`src/design/lmfs_pkg.sv`:
```
// ----------------------------------------------------------------------------
// LED matrix scanner package
// Shared types, microcode format and constant tables for the scanner.
// ----------------------------------------------------------------------------
package lmfs_pkg;

   localparam int STEP_W  = 3;
   localparam int FRAME_W = 64;

   typedef logic [STEP_W-1:0] step_type;

   typedef enum logic [1:0] {
      REQ_WRITE  = 2'd0,
      REQ_CLEAR  = 2'd1,
      REQ_UPDATE = 2'd2,
      REQ_INIT   = 2'd3
   } req_kind_type;

   typedef enum logic [1:0] {
      COND_ALWAYS    = 2'd0,
      COND_DISPATCH  = 2'd1,
      COND_LOOP_SCAN = 2'd2,
      COND_LOOP_INIT = 2'd3
   } cond_type;

   // program addresses
   localparam step_type STEP_DISPATCH  = 3'd0;
   localparam step_type STEP_SCAN      = 3'd1;
   localparam step_type STEP_SCAN_DONE = 3'd2;
   localparam step_type STEP_INIT      = 3'd3;
   localparam step_type STEP_INIT_DONE = 3'd4;

   typedef struct packed {
      logic     accept;
      logic     emit_scan;
      logic     emit_init;
      cond_type cond;
      step_type target;
   } ucode_type;

   typedef struct packed {
      logic write_pixel;
      logic clear_store;
      logic emit_scan;
      logic emit_init;
   } ctrl_type;

   typedef struct packed {
      logic out_busy;
      logic scan_end;
      logic init_end;
   } status_type;

   localparam logic [3:0] FRAME_BYTES_SCAN = 4'd8;
   localparam logic [3:0] FRAME_BYTES_INIT = 4'd2;
   localparam logic [3:0] INIT_LAST_STEP   = 4'd8;

   function automatic logic [7:0] init_addr(input logic [3:0] step);
      logic [7:0] a;
      case (step)
         4'd0:    a = 8'h09;
         4'd1:    a = 8'h0A;
         4'd2:    a = 8'h0B;
         4'd3:    a = 8'h0C;
         4'd4:    a = 8'h0F;
         default: a = 8'h00;
      endcase
      return a;
   endfunction

   function automatic logic [7:0] init_data(input logic [3:0] step, input logic [3:0] level);
      logic [7:0] d;
      case (step)
         4'd1:    d = {4'd0, level};
         4'd2:    d = 8'h07;
         4'd3:    d = 8'h01;
         default: d = 8'h00;
      endcase
      return d;
   endfunction

endpackage

```
`src/design/lmfs_ucode_rom.sv`:
```
// ----------------------------------------------------------------------------
// Microcode ROM
// Control word for each step of the scanner program.
// ----------------------------------------------------------------------------
module lmfs_ucode_rom (
   input  lmfs_pkg::step_type  step,
   output lmfs_pkg::ucode_type word
);
   import lmfs_pkg::*;

   always_comb begin
      word = '{accept: 1'b0, emit_scan: 1'b0, emit_init: 1'b0,
               cond: COND_ALWAYS, target: STEP_DISPATCH};
      case (step)
         STEP_DISPATCH: begin
            word.accept = 1'b1;
            word.cond   = COND_DISPATCH;
            word.target = STEP_DISPATCH;
         end
         STEP_SCAN: begin
            word.emit_scan = 1'b1;
            word.cond      = COND_LOOP_SCAN;
            word.target    = STEP_SCAN;
         end
         STEP_INIT: begin
            word.emit_init = 1'b1;
            word.cond      = COND_LOOP_INIT;
            word.target    = STEP_INIT;
         end
         STEP_SCAN_DONE, STEP_INIT_DONE: begin
            word.cond   = COND_ALWAYS;
            word.target = STEP_DISPATCH;
         end
         default: begin
            word.cond   = COND_ALWAYS;
            word.target = STEP_DISPATCH;
         end
      endcase
   end

endmodule

```
`src/design/lmfs_sequencer.sv`:
```
// ----------------------------------------------------------------------------
// Microcode sequencer
// Step counter with conditional jumps; decodes control words for the datapath.
// ----------------------------------------------------------------------------
module lmfs_sequencer (
   input  logic                 clock,
   input  logic                 reset,
   input  logic                 req_valid,
   input  logic [1:0]           req_type,
   input  lmfs_pkg::status_type status,
   output logic                 req_ready,
   output lmfs_pkg::ctrl_type   ctrl
);
   import lmfs_pkg::*;

   step_type     step_ff;
   step_type     step_in;
   ucode_type    word;
   logic         hold;
   logic         accepted;
   req_kind_type kind;

   lmfs_ucode_rom u_rom (
      .step (step_ff),
      .word (word)
   );

   assign kind      = req_kind_type'(req_type);
   assign hold      = (word.emit_scan | word.emit_init) & status.out_busy;
   assign req_ready = word.accept;
   assign accepted  = req_valid & word.accept;

   always_comb begin
      ctrl.write_pixel = accepted && (kind == REQ_WRITE);
      ctrl.clear_store = accepted && (kind == REQ_CLEAR);
      ctrl.emit_scan   = word.emit_scan & ~hold;
      ctrl.emit_init   = word.emit_init & ~hold;
   end

   always_comb begin
      step_in = step_ff;
      if (!hold) begin
         case (word.cond)
            COND_ALWAYS:    step_in = word.target;
            COND_DISPATCH: begin
               if (accepted) begin
                  case (kind)
                     REQ_CLEAR, REQ_UPDATE: step_in = STEP_SCAN;
                     REQ_INIT:              step_in = STEP_INIT;
                     default:               step_in = STEP_DISPATCH;
                  endcase
               end
            end
            COND_LOOP_SCAN: step_in = status.scan_end ? step_ff + 3'd1 : word.target;
            COND_LOOP_INIT: step_in = status.init_end ? step_ff + 3'd1 : word.target;
            default:        step_in = STEP_DISPATCH;
         endcase
      end
   end

   always_ff @(posedge clock) begin
      if (reset) begin
         step_ff <= STEP_DISPATCH;
      end else begin
         step_ff <= step_in;
      end
   end

endmodule

```
`src/design/lmfs_datapath.sv`:
```
// ----------------------------------------------------------------------------
// Scanner datapath
// Pixel store, walk counters, frame assembly and the result register.
// ----------------------------------------------------------------------------
module lmfs_datapath (
   input  logic                 clock,
   input  logic                 reset,
   input  lmfs_pkg::ctrl_type   ctrl,
   input  logic [3:0]           req_pixel_x,
   input  logic [3:0]           req_pixel_y,
   input  logic                 req_pixel_on,
   input  logic                 csr_write_en,
   input  logic [3:0]           csr_write_data,
   output lmfs_pkg::status_type status,
   output logic                 rsp_valid,
   input  logic                 rsp_ready,
   output logic [63:0]          rsp_spi_frame,
   output logic [3:0]           rsp_frame_bytes,
   output logic                 rsp_last
);
   import lmfs_pkg::*;

   logic [15:0]        store_ff [16];
   logic [2:0]         row_ff;
   logic [1:0]         dev_ff;
   logic [3:0]         init_ff;
   logic [3:0]         intensity_ff;
   logic               valid_ff;
   logic [FRAME_W-1:0] frame_ff;
   logic [3:0]         bytes_ff;
   logic               last_ff;

   logic [15:0]        row_bits;
   logic [7:0]         scan_data;
   logic [7:0]         scan_addr;
   logic [FRAME_W-1:0] scan_frame;
   logic               load;

   assign status.out_busy = valid_ff & ~rsp_ready;
   assign status.scan_end = (row_ff == 3'd7) && (dev_ff == 2'd3);
   assign status.init_end = (init_ff == INIT_LAST_STEP);
   assign load            = ctrl.emit_scan | ctrl.emit_init;

   // device origin: first offset 8 when device bit 1 clear, second when bit 0 clear
   assign row_bits  = store_ff[{~dev_ff[1], row_ff}];
   assign scan_data = dev_ff[0] ? row_bits[7:0] : row_bits[15:8];
   assign scan_addr = 8'd8 - {5'd0, row_ff};

   always_comb begin
      scan_frame = '0;
      for (int j = 0; j < 4; j++) begin
         if (dev_ff == 2'(j)) begin
            scan_frame[FRAME_W-1-16*j -: 8] = scan_addr;
            scan_frame[FRAME_W-9-16*j -: 8] = scan_data;
         end
      end
   end

   always_ff @(posedge clock) begin
      if (reset) begin
         for (int r = 0; r < 16; r++) begin
            store_ff[r] <= '0;
         end
      end else if (ctrl.clear_store) begin
         for (int r = 0; r < 16; r++) begin
            store_ff[r] <= '0;
         end
      end else if (ctrl.write_pixel) begin
         store_ff[req_pixel_x][req_pixel_y] <= req_pixel_on;
      end
   end

   always_ff @(posedge clock) begin
      if (reset) begin
         row_ff       <= '0;
         dev_ff       <= '0;
         init_ff      <= '0;
         intensity_ff <= '0;
         valid_ff     <= 1'b0;
      end else begin
         if (csr_write_en) begin
            intensity_ff <= csr_write_data;
         end
         if (ctrl.emit_scan) begin
            dev_ff <= dev_ff + 2'd1;
            if (dev_ff == 2'd3) begin
               row_ff <= row_ff + 3'd1;
            end
         end
         if (ctrl.emit_init) begin
            init_ff <= status.init_end ? 4'd0 : init_ff + 4'd1;
         end
         if (load) begin
            valid_ff <= 1'b1;
         end else if (rsp_ready) begin
            valid_ff <= 1'b0;
         end
      end
   end

   always_ff @(posedge clock) begin
      if (ctrl.emit_scan) begin
         frame_ff <= scan_frame;
         bytes_ff <= FRAME_BYTES_SCAN;
         last_ff  <= status.scan_end;
      end else if (ctrl.emit_init) begin
         frame_ff <= {48'd0, init_addr(init_ff), init_data(init_ff, intensity_ff)};
         bytes_ff <= FRAME_BYTES_INIT;
         last_ff  <= status.init_end;
      end
   end

   assign rsp_valid       = valid_ff;
   assign rsp_spi_frame   = frame_ff;
   assign rsp_frame_bytes = bytes_ff;
   assign rsp_last        = last_ff;

endmodule

```
`src/design/led_matrix_framebuffer_scanner.sv`:
```
// ----------------------------------------------------------------------------
// LED matrix framebuffer scanner
// An update emits 32 frames, one per cycle while the output is taken, and
// passes two further sequencer steps. An init emits 9 frames. A frame is
// registered and appears in the cycle after its step.
// The rate is set by the sequencer, which issues one frame per step.
// Reset clears the pixel store, the intensity register and the sequencer.
// ----------------------------------------------------------------------------
module led_matrix_framebuffer_scanner (
   input  logic        clock,
   input  logic        reset,
   input  logic        req_valid,
   output logic        req_ready,
   input  logic [1:0]  req_type,
   input  logic [3:0]  req_pixel_x,
   input  logic [3:0]  req_pixel_y,
   input  logic        req_pixel_on,
   output logic        rsp_valid,
   input  logic        rsp_ready,
   output logic [63:0] rsp_spi_frame,
   output logic [3:0]  rsp_frame_bytes,
   output logic        rsp_last,
   input  logic        csr_write_en,
   input  logic [3:0]  csr_write_data
);
   import lmfs_pkg::*;

   ctrl_type   ctrl;
   status_type status;

   lmfs_sequencer u_seq (
      .clock     (clock),
      .reset     (reset),
      .req_valid (req_valid),
      .req_type  (req_type),
      .status    (status),
      .req_ready (req_ready),
      .ctrl      (ctrl)
   );

   lmfs_datapath u_dp (
      .clock           (clock),
      .reset           (reset),
      .ctrl            (ctrl),
      .req_pixel_x     (req_pixel_x),
      .req_pixel_y     (req_pixel_y),
      .req_pixel_on    (req_pixel_on),
      .csr_write_en    (csr_write_en),
      .csr_write_data  (csr_write_data),
      .status          (status),
      .rsp_valid       (rsp_valid),
      .rsp_ready       (rsp_ready),
      .rsp_spi_frame   (rsp_spi_frame),
      .rsp_frame_bytes (rsp_frame_bytes),
      .rsp_last        (rsp_last)
   );

endmodule
```
`config.mk`:
```
export PLATFORM = sky130hd
export DESIGN_NAME = led_matrix_framebuffer_scanner
export DESIGN_NICKNAME = d
export VERILOG_FILES = /design/src/design/lmfs_pkg.sv /design/src/design/lmfs_ucode_rom.sv /design/src/design/lmfs_sequencer.sv /design/src/design/lmfs_datapath.sv /design/src/design/led_matrix_framebuffer_scanner.sv
export SDC_FILE = /design/constraint.sdc
export NUM_CORES = 1
export LEC_CHECK = 0
export ABC_AREA = 1
export BUFFER_PORTS_ARGS = -buffer_cell sky130_fd_sc_hd__buf_2
export CAP_MARGIN = 10
export CORE_ASPECT_RATIO = 1.75
export CORE_MARGIN = 2
export CORE_UTILIZATION = 60
export CTS_CLUSTER_SIZE = 24
export DETAILED_ROUTE_END_ITERATION = 16
export PLACE_DENSITY_LB_ADDON = 0.08
export SLEW_MARGIN = 25
export SYNTH_ARGS = -nofsm -noshare
export SYNTH_HDL_FRONTEND = slang
export SYNTH_SLANG_ARGS = --single-unit
```
`constraint.sdc`:
```
create_clock -name clock -period 3.77 [get_ports clock]
set_input_delay 0.377 -clock clock [delete_from_list [all_inputs] [get_ports clock]]
set_output_delay 0.377 -clock clock [all_outputs]
set_load 0.01 [all_outputs]
```
==> results of run 1 <==
-- tightest hold or removal path, delay by kind of cell --
kind | cells | cell delay (ns)
buffers and inverters | 1 | 0.07
AND/OR/NAND/NOR | 2 | 0.11
-- Yosys cell counts (2+ instances only) --
cell / number / share of area (%)
nor2_1: 89 / 2.0
a21oi_1: 18 / 0.54
nor3_4: 2 / 0.19
nor2_2: 3 / 0.11
dfxtp_1: 19 / 2.3
buf_1: 8 / 0.18
o21ai_1: 15 / 0.45
clkinv_1: 7 / 0.16
inv_1: 47 / 1.1
nor3_1: 248 / 7.4
edfxtp_1: 305 / 55
nand2_1: 403 / 9.0
nand3_1: 235 / 7.0
buf_2: 44 / 1.3
buf_4: 19 / 0.85
inv_2: 7 / 0.16
clkbuf_1: 144 / 3.2
o21ai_0: 256 / 7.7
o22ai_1: 2 / 0.075
ha_1: 15 / 1.1
a31oi_1: 2 / 0.075
nor2_4: 2 / 0.13
-- report_power, final --
part	internal, mW	leakage (nW)	switching [mW]
Sequential	4.36	3.30	0.0942
Clock	1.83	0.480	1.35
Combinational	0.363	2.63	1.02
-- registers in the layout (all words and copies together), names as in the netlist --
name,cells
u_dp.rsp_spi_frame,48
u_dp.store_ff,256
u_dp.rsp_frame_bytes,2
u_seq.step_ff,3
u_dp.rsp_valid,1
u_dp.init_ff,4
u_dp.row_ff,3
u_dp.dev_ff,2
u_dp.rsp_last,1
u_dp.intensity_ff,4
-- worst max path at each step --
stage,start,to,slack [ns],depth (start not counted)
after floorplan,u_seq.step_ff[0]$_SDFFE_PP0P_,u_seq.step_ff[0]$_SDFFE_PP0P_,1.03,10
after global placement,reset,u_dp.store_ff[6][12]$_SDFFCE_PN0P_,0.97,6
after detailed placement,reset,u_dp.store_ff[4][13]$_SDFFCE_PN0P_,0.81,6
after CTS,u_seq.step_ff[0]$_SDFFE_PP0P_,u_dp.store_ff[4][13]$_SDFFCE_PN0P_,0.75,8
after global routing,u_seq.step_ff[0]$_SDFFE_PP0P_,u_dp.store_ff[4][13]$_SDFFCE_PN0P_,0.55,8
final,u_seq.step_ff[0]$_SDFFE_PP0P_,u_dp.store_ff[4][13]$_SDFFCE_PN0P_,0.78,8
-- layer usage --
layer | vias to the layer above | routed length [um] | global-route usage (%)
met3 | 141 | 4200 | 4.23
met1 | 6578 | 15900 | 37.5
met5 | - | 0 | 0
li1 | 6444 | - | -
met2 | 725 | 22700 | 52.7
met4 | 0 | 2120 | 14.2
-- logic make-up (layout without fill, tap and decap cells) --
| kind of cell | Yosys count | count (layout) | share of synthesized area, % |
|---|---|---|---|
| xor+xnor | 1 | 1 | 0.0523 |
| other cells | 1 | 18 | 0.0224 |
| compound gates | 294 | 294 | 8.84 |
| simple gates | 984 | 984 | 26.0 |
| buf+inv | 276 | 227 | 6.95 |
| fa+ha+maj | 15 | 15 | 1.12 |
| flops | 324 | 324 | 57.0 |
-- cell type report --
type	instances	area, um2	area share (%)
inverter	61	238	1.31
multi-input combinational	1312	6120	33.8
clock inverter	19	251	1.39
tap	369	462	2.55
sequential	324	9540	52.7
clock buffer	35	748	4.13
timing repair buffer	112	736	4.06
==> metrics.cfg, run 1 <==
[cells_and_area]
diodes=0
finalInstanceArea_mm2=0.0181
fillers=2267
postLayoutCoreUtil_pct=66.2
nNetsFinal=1875
layout-drive-gt1-share_pct=9.61
layoutNonFillerInstCount=2232
final_common_cell=nand2_1
mostFrequentLayoutCells=nand2_1, edfxtp_1, o21ai_0, nor3_1, nand3_1
area.growth.synth_to_final_pct=8.16

[cts]
htreeDepth=1
path_clk_slew_ns=0.07
cts_resized=0
clock_latency_ns=0.58
cts_sinks=324
clock-root-buffer=clkbuf_16
cts_hold_buf=0
cts.path.max_buffers=3
cts-buffers-inserted=29
postCtsSetupBuffers=0
cts_tree=done

[timing]
finalCriticalPeriod_ns=2.99
fin_worst_skew_ns=0.0227
worst_pin_slew_ns=1.00
rsz0062_at_grt=false
timing.slew.headroom_pct=33.2
setup_slack_ns=0.778
hold_viol=0
hold_ws_ns=0.0379
fmax_mhz=334
finalMaxSlewViolations=0
setup_tns_ns=0
fin_crit_sh_pct=79.4
setup_violations=0

[floorplanning]
ios=91
die_height_um=225
start_util_pct=61.2
std_cell_rows=80
die_w_um=130
coreArea_mm2=0.0273
die_area_mm2=0.0293

[critical_path]
critPathMaxStageDelay_ns=0.62
cp_top_family=simple AND/OR/NAND/NOR gates
rrSetupSlack_ns=0.78
worstSetupStartpointType=flop
worstPathRequired_ns=4.01
path_cells=inv_1 -> ha_1 -> nand2_2 -> nor2_2 -> nand3_2 -> nor2_1 -> nand2_1 -> o21ai_0
timing.critical_path.buf_inv=1
worst-r2r-cell-count=8
critPathMaxFanout=32
path_class=reg2reg
arrival_ns=3.23
critPathCaptureType=flop
reg2reg_to=u_dp.store_ff[4][13]$_SDFFCE_PN0P_
critPathSlowestCell=nand2_1
reg2reg_from=u_seq.step_ff[0]$_SDFFE_PP0P_

[power_and_ir_drop]
powerDensity_mw_per_mm2=498
leakagePower_nw=6.41
total_power_mw=9.01
ir_drop_mv=0.382

[synthesis]
ys_warn_count=0
seq_area_frac_synth_pct=57.0
synth_seq_cells=324
avgSynthCellArea_um2=8.83
ys_types=27
async_flop_share_pct=0
syn_area_mm2=0.0167
synth_edf_count=305
synthFlopType=edfxtp_1
netlist_instances=1895

[detailed_routing]
via_per_inst=6.22
drt_iter0_drc=1420
routed_wl_um=44900
drtPass1Iterations=6
vias=13900
drc=0
wire_per_inst_um=20.1
postRouteAntennaNets=0

[flow_run]
cap_viol_max_count=0

[place]
port_buffers=72
placed_cells=2178
dp_slack_ns=0.813
placed_cell_area_mm2=0.0171
dp_hpwl_um=25100
gp_congestion=0.855

[global_routing]
grt_usage_pct=30.5
antenna_found_initial=0
grt-ovfl-total=0
grt_max_degree=257
grt_pass1_wl_um=68100
first_global_vias=12700

[outcome]
outcome=complete, no violations

[worst_hold_path]
hp-class=in2reg
hold-path-cell-count=3
hp-start=csr_write_data[0]
min_to=u_dp.intensity_ff[0]$_SDFFE_PP0P_

No activity file was read; power rests on OpenSTA's default activity.
==> run 2, diff against run 1 <==
CORE_UTILIZATION = 56   (was 60)
clock period = 2.7 ns   (was 3.77 ns; I/O delays follow)
==> run 2 against run 1 <==
  * Total power grew 41%
  * Sequential power grew 40%
  * Register-to-register slack lost 0.62 ns
  * Flip-flop and latch count is the same
  * Cell count grew 2.0%
  * Critical path type unchanged
==> metrics.cfg, run 2 (synthesis results as in run 1) <==
[worst_hold_path]
hp-class=in2reg

[cells_and_area]
fillers=2521  ; +11%
seq_area_mm2=0.00954  ; unchanged
nNetsFinal=1905  ; +1.6%
mostFrequentLayoutCells=nand2_1, edfxtp_1, o21ai_0, nor3_1, nand3_1
largest_reg_flops=256  ; unchanged
regMostFlops=u_dp.store_ff
multi_input_area_mm2=0.00613  ; +0.12%
area.growth.synth_to_final_pct=10.6
final_common_cell=nand2_1
diodes=0  ; unchanged
layout-drive-gt1-share_pct=11.0  ; +1.4 points

[detailed_routing]
drt_iter0_drc=1424  ; +0.28%
wire_per_inst_um=20.1  ; about the same
via_per_inst=6.10  ; -2.0%
drc=0  ; unchanged
drtPass1Iterations=6  ; unchanged
postRouteAntennaNets=0  ; unchanged
vias=13900  ; -0.058%
routed_wl_um=45800  ; +2.0%

[timing]
finalMaxSlewViolations=0  ; unchanged
worst_pin_slew_ns=0.642  ; -0.361 ns
hold_viol=0  ; unchanged
fin_crit_sh_pct=94.0  ; +15 points
finalCriticalPeriod_ns=2.54  ; -0.454 ns
fmax_mhz=394  ; +18%
timing.slew.headroom_pct=57.1  ; +24 points
rsz0062_at_grt=false
setup_slack_ns=0.162  ; -0.616 ns
setup_tns_ns=0  ; unchanged
setup_violations=0  ; unchanged
fin_worst_skew_ns=0.0141  ; -0.00866 ns

[floorplanning]
ios=91  ; unchanged
std_cell_rows=83  ; +3.8%
die_height_um=233  ; +3.4%
die_area_mm2=0.0313  ; +7.0%
start_util_pct=56.9  ; -4.3 points
coreArea_mm2=0.0294  ; +7.6%
die_w_um=135  ; +3.4%

[global_routing]
grt_max_degree=117  ; -54%
antenna_found_initial=0  ; unchanged
grt_usage_pct=29.8  ; -0.75 points
first_global_vias=13400  ; +5.5%
grt-ovfl-total=0  ; unchanged
grt_pass1_wl_um=71600  ; +5.2%

[cts]
clock_latency_ns=0.58  ; about the same
clock-root-buffer=clkbuf_16
cts-buffers-inserted=30  ; +3.4%
cts_tree=done
cts.path.max_buffers=3  ; unchanged
postCtsSetupBuffers=0  ; unchanged
cts_sinks=324  ; unchanged
htreeDepth=1  ; unchanged
path_clk_slew_ns=0.07  ; about the same

[critical_path]
worstPathRequired_ns=2.96  ; -1.05 ns
critPathCaptureType=flop
path_class=reg2reg
worstSetupStartpointType=flop
critPathMaxFanout=20  ; -38%
arrival_ns=2.80  ; -0.43 ns

[place]
port_buffers=72  ; unchanged
dp_slack_ns=0.142  ; -0.672 ns
gp_congestion=0.843  ; -1.4%
dp_hpwl_um=25800  ; +2.8%

[power_and_ir_drop]
ir_drop_mv=0.541  ; +42%
powerDensity_mw_per_mm2=688  ; +38%
leakagePower_nw=6.62  ; +3.2%

[outcome]
outcome=complete, no violations

[flow_run]
cap_viol_max_count=0  ; unchanged

## run 2: cell count changes in the layout (fill, tap and decap cells not counted), sizes merged
cell and change:
buf +23, bufinv -1, clkbuf +3, clkinv +2, clkinvlp -1, dlygate4sd3 +6, inv -1
## run 2: worst paths after layout
kind,start,end,slack [ns],depth (start not counted)
setup / recovery,u_seq.step_ff[0]$_SDFFE_PP0P_,u_dp.store_ff[13][4]$_SDFFCE_PN0P_,0.16,8
hold / removal,csr_write_en,u_dp.intensity_ff[0]$_SDFFE_PP0P_,0.03,3
setup reg to reg,u_seq.step_ff[0]$_SDFFE_PP0P_,u_dp.store_ff[13][4]$_SDFFCE_PN0P_,0.16,8
hold reg to reg,u_seq.step_ff[2]$_SDFFE_PP0P_,u_seq.step_ff[2]$_SDFFE_PP0P_,0.48,2
## run 2: area by class of cell
cell class / count / share of cell area [%]
clock buffer: 38 / 4.44
clock inverter: 18 / 1.17
inverter: 61 / 1.28
multi-input combinational: 1312 / 33.1
sequential: 324 / 51.6
tap: 382 / 2.58
timing repair buffer: 141 / 5.84
## run 2: power by group
group          internal [mW]  switching [mW]  total [mW]
clock                   2.63            1.89        4.52
sequential              6.08           0.131        6.21
combinational          0.582            1.43        2.01
## run 2: stage by stage
step | area, um2 | hold WS (ns) | instances | power [mW] | utilization [%]
2_1_floorplan | 16800 | 0.339 | 1912 | 7.50 | -
3_3_place_gp | 17400 | 0.424 | 2214 | 8.26 | 59.2
3_5_place_dp | 17400 | 0.464 | 2214 | 8.31 | 59.2
4_1_cts | 18500 | 0.00762 | 2276 | 12.8 | 62.9
5_1_grt | 18500 | 0.0591 | 2276 | 13.2 | 63.0
6_report | 18500 | 0.0253 | 2276 | 12.7 | 63.0
## run 2: critical path: stages (launching register included)
cell	delay [ns]
dfxtp_1	0.34
inv_1	0.11
ha_1	0.17
nand2_2	0.09
nor2_2	0.17
nand3_2	0.25
clkinv_2	0.35
nand3_1	0.37
o21ai_0	0.36
## run 2: routing by layer
metal	track usage, %	routed length [um]	share of wire, %
met1	35.1	16600	36
met2	54.0	24200	53
met3	3.22	3370	7.4
met4	13.5	1720	3.7
met5	0	0	0
## run 2: timing repair
action,4_1_cts,5_1_grt
hold buffers,6,0
setup endpoints to repair,0,34
endpoints found under the hold margin,8,0
resized for setup,0,4
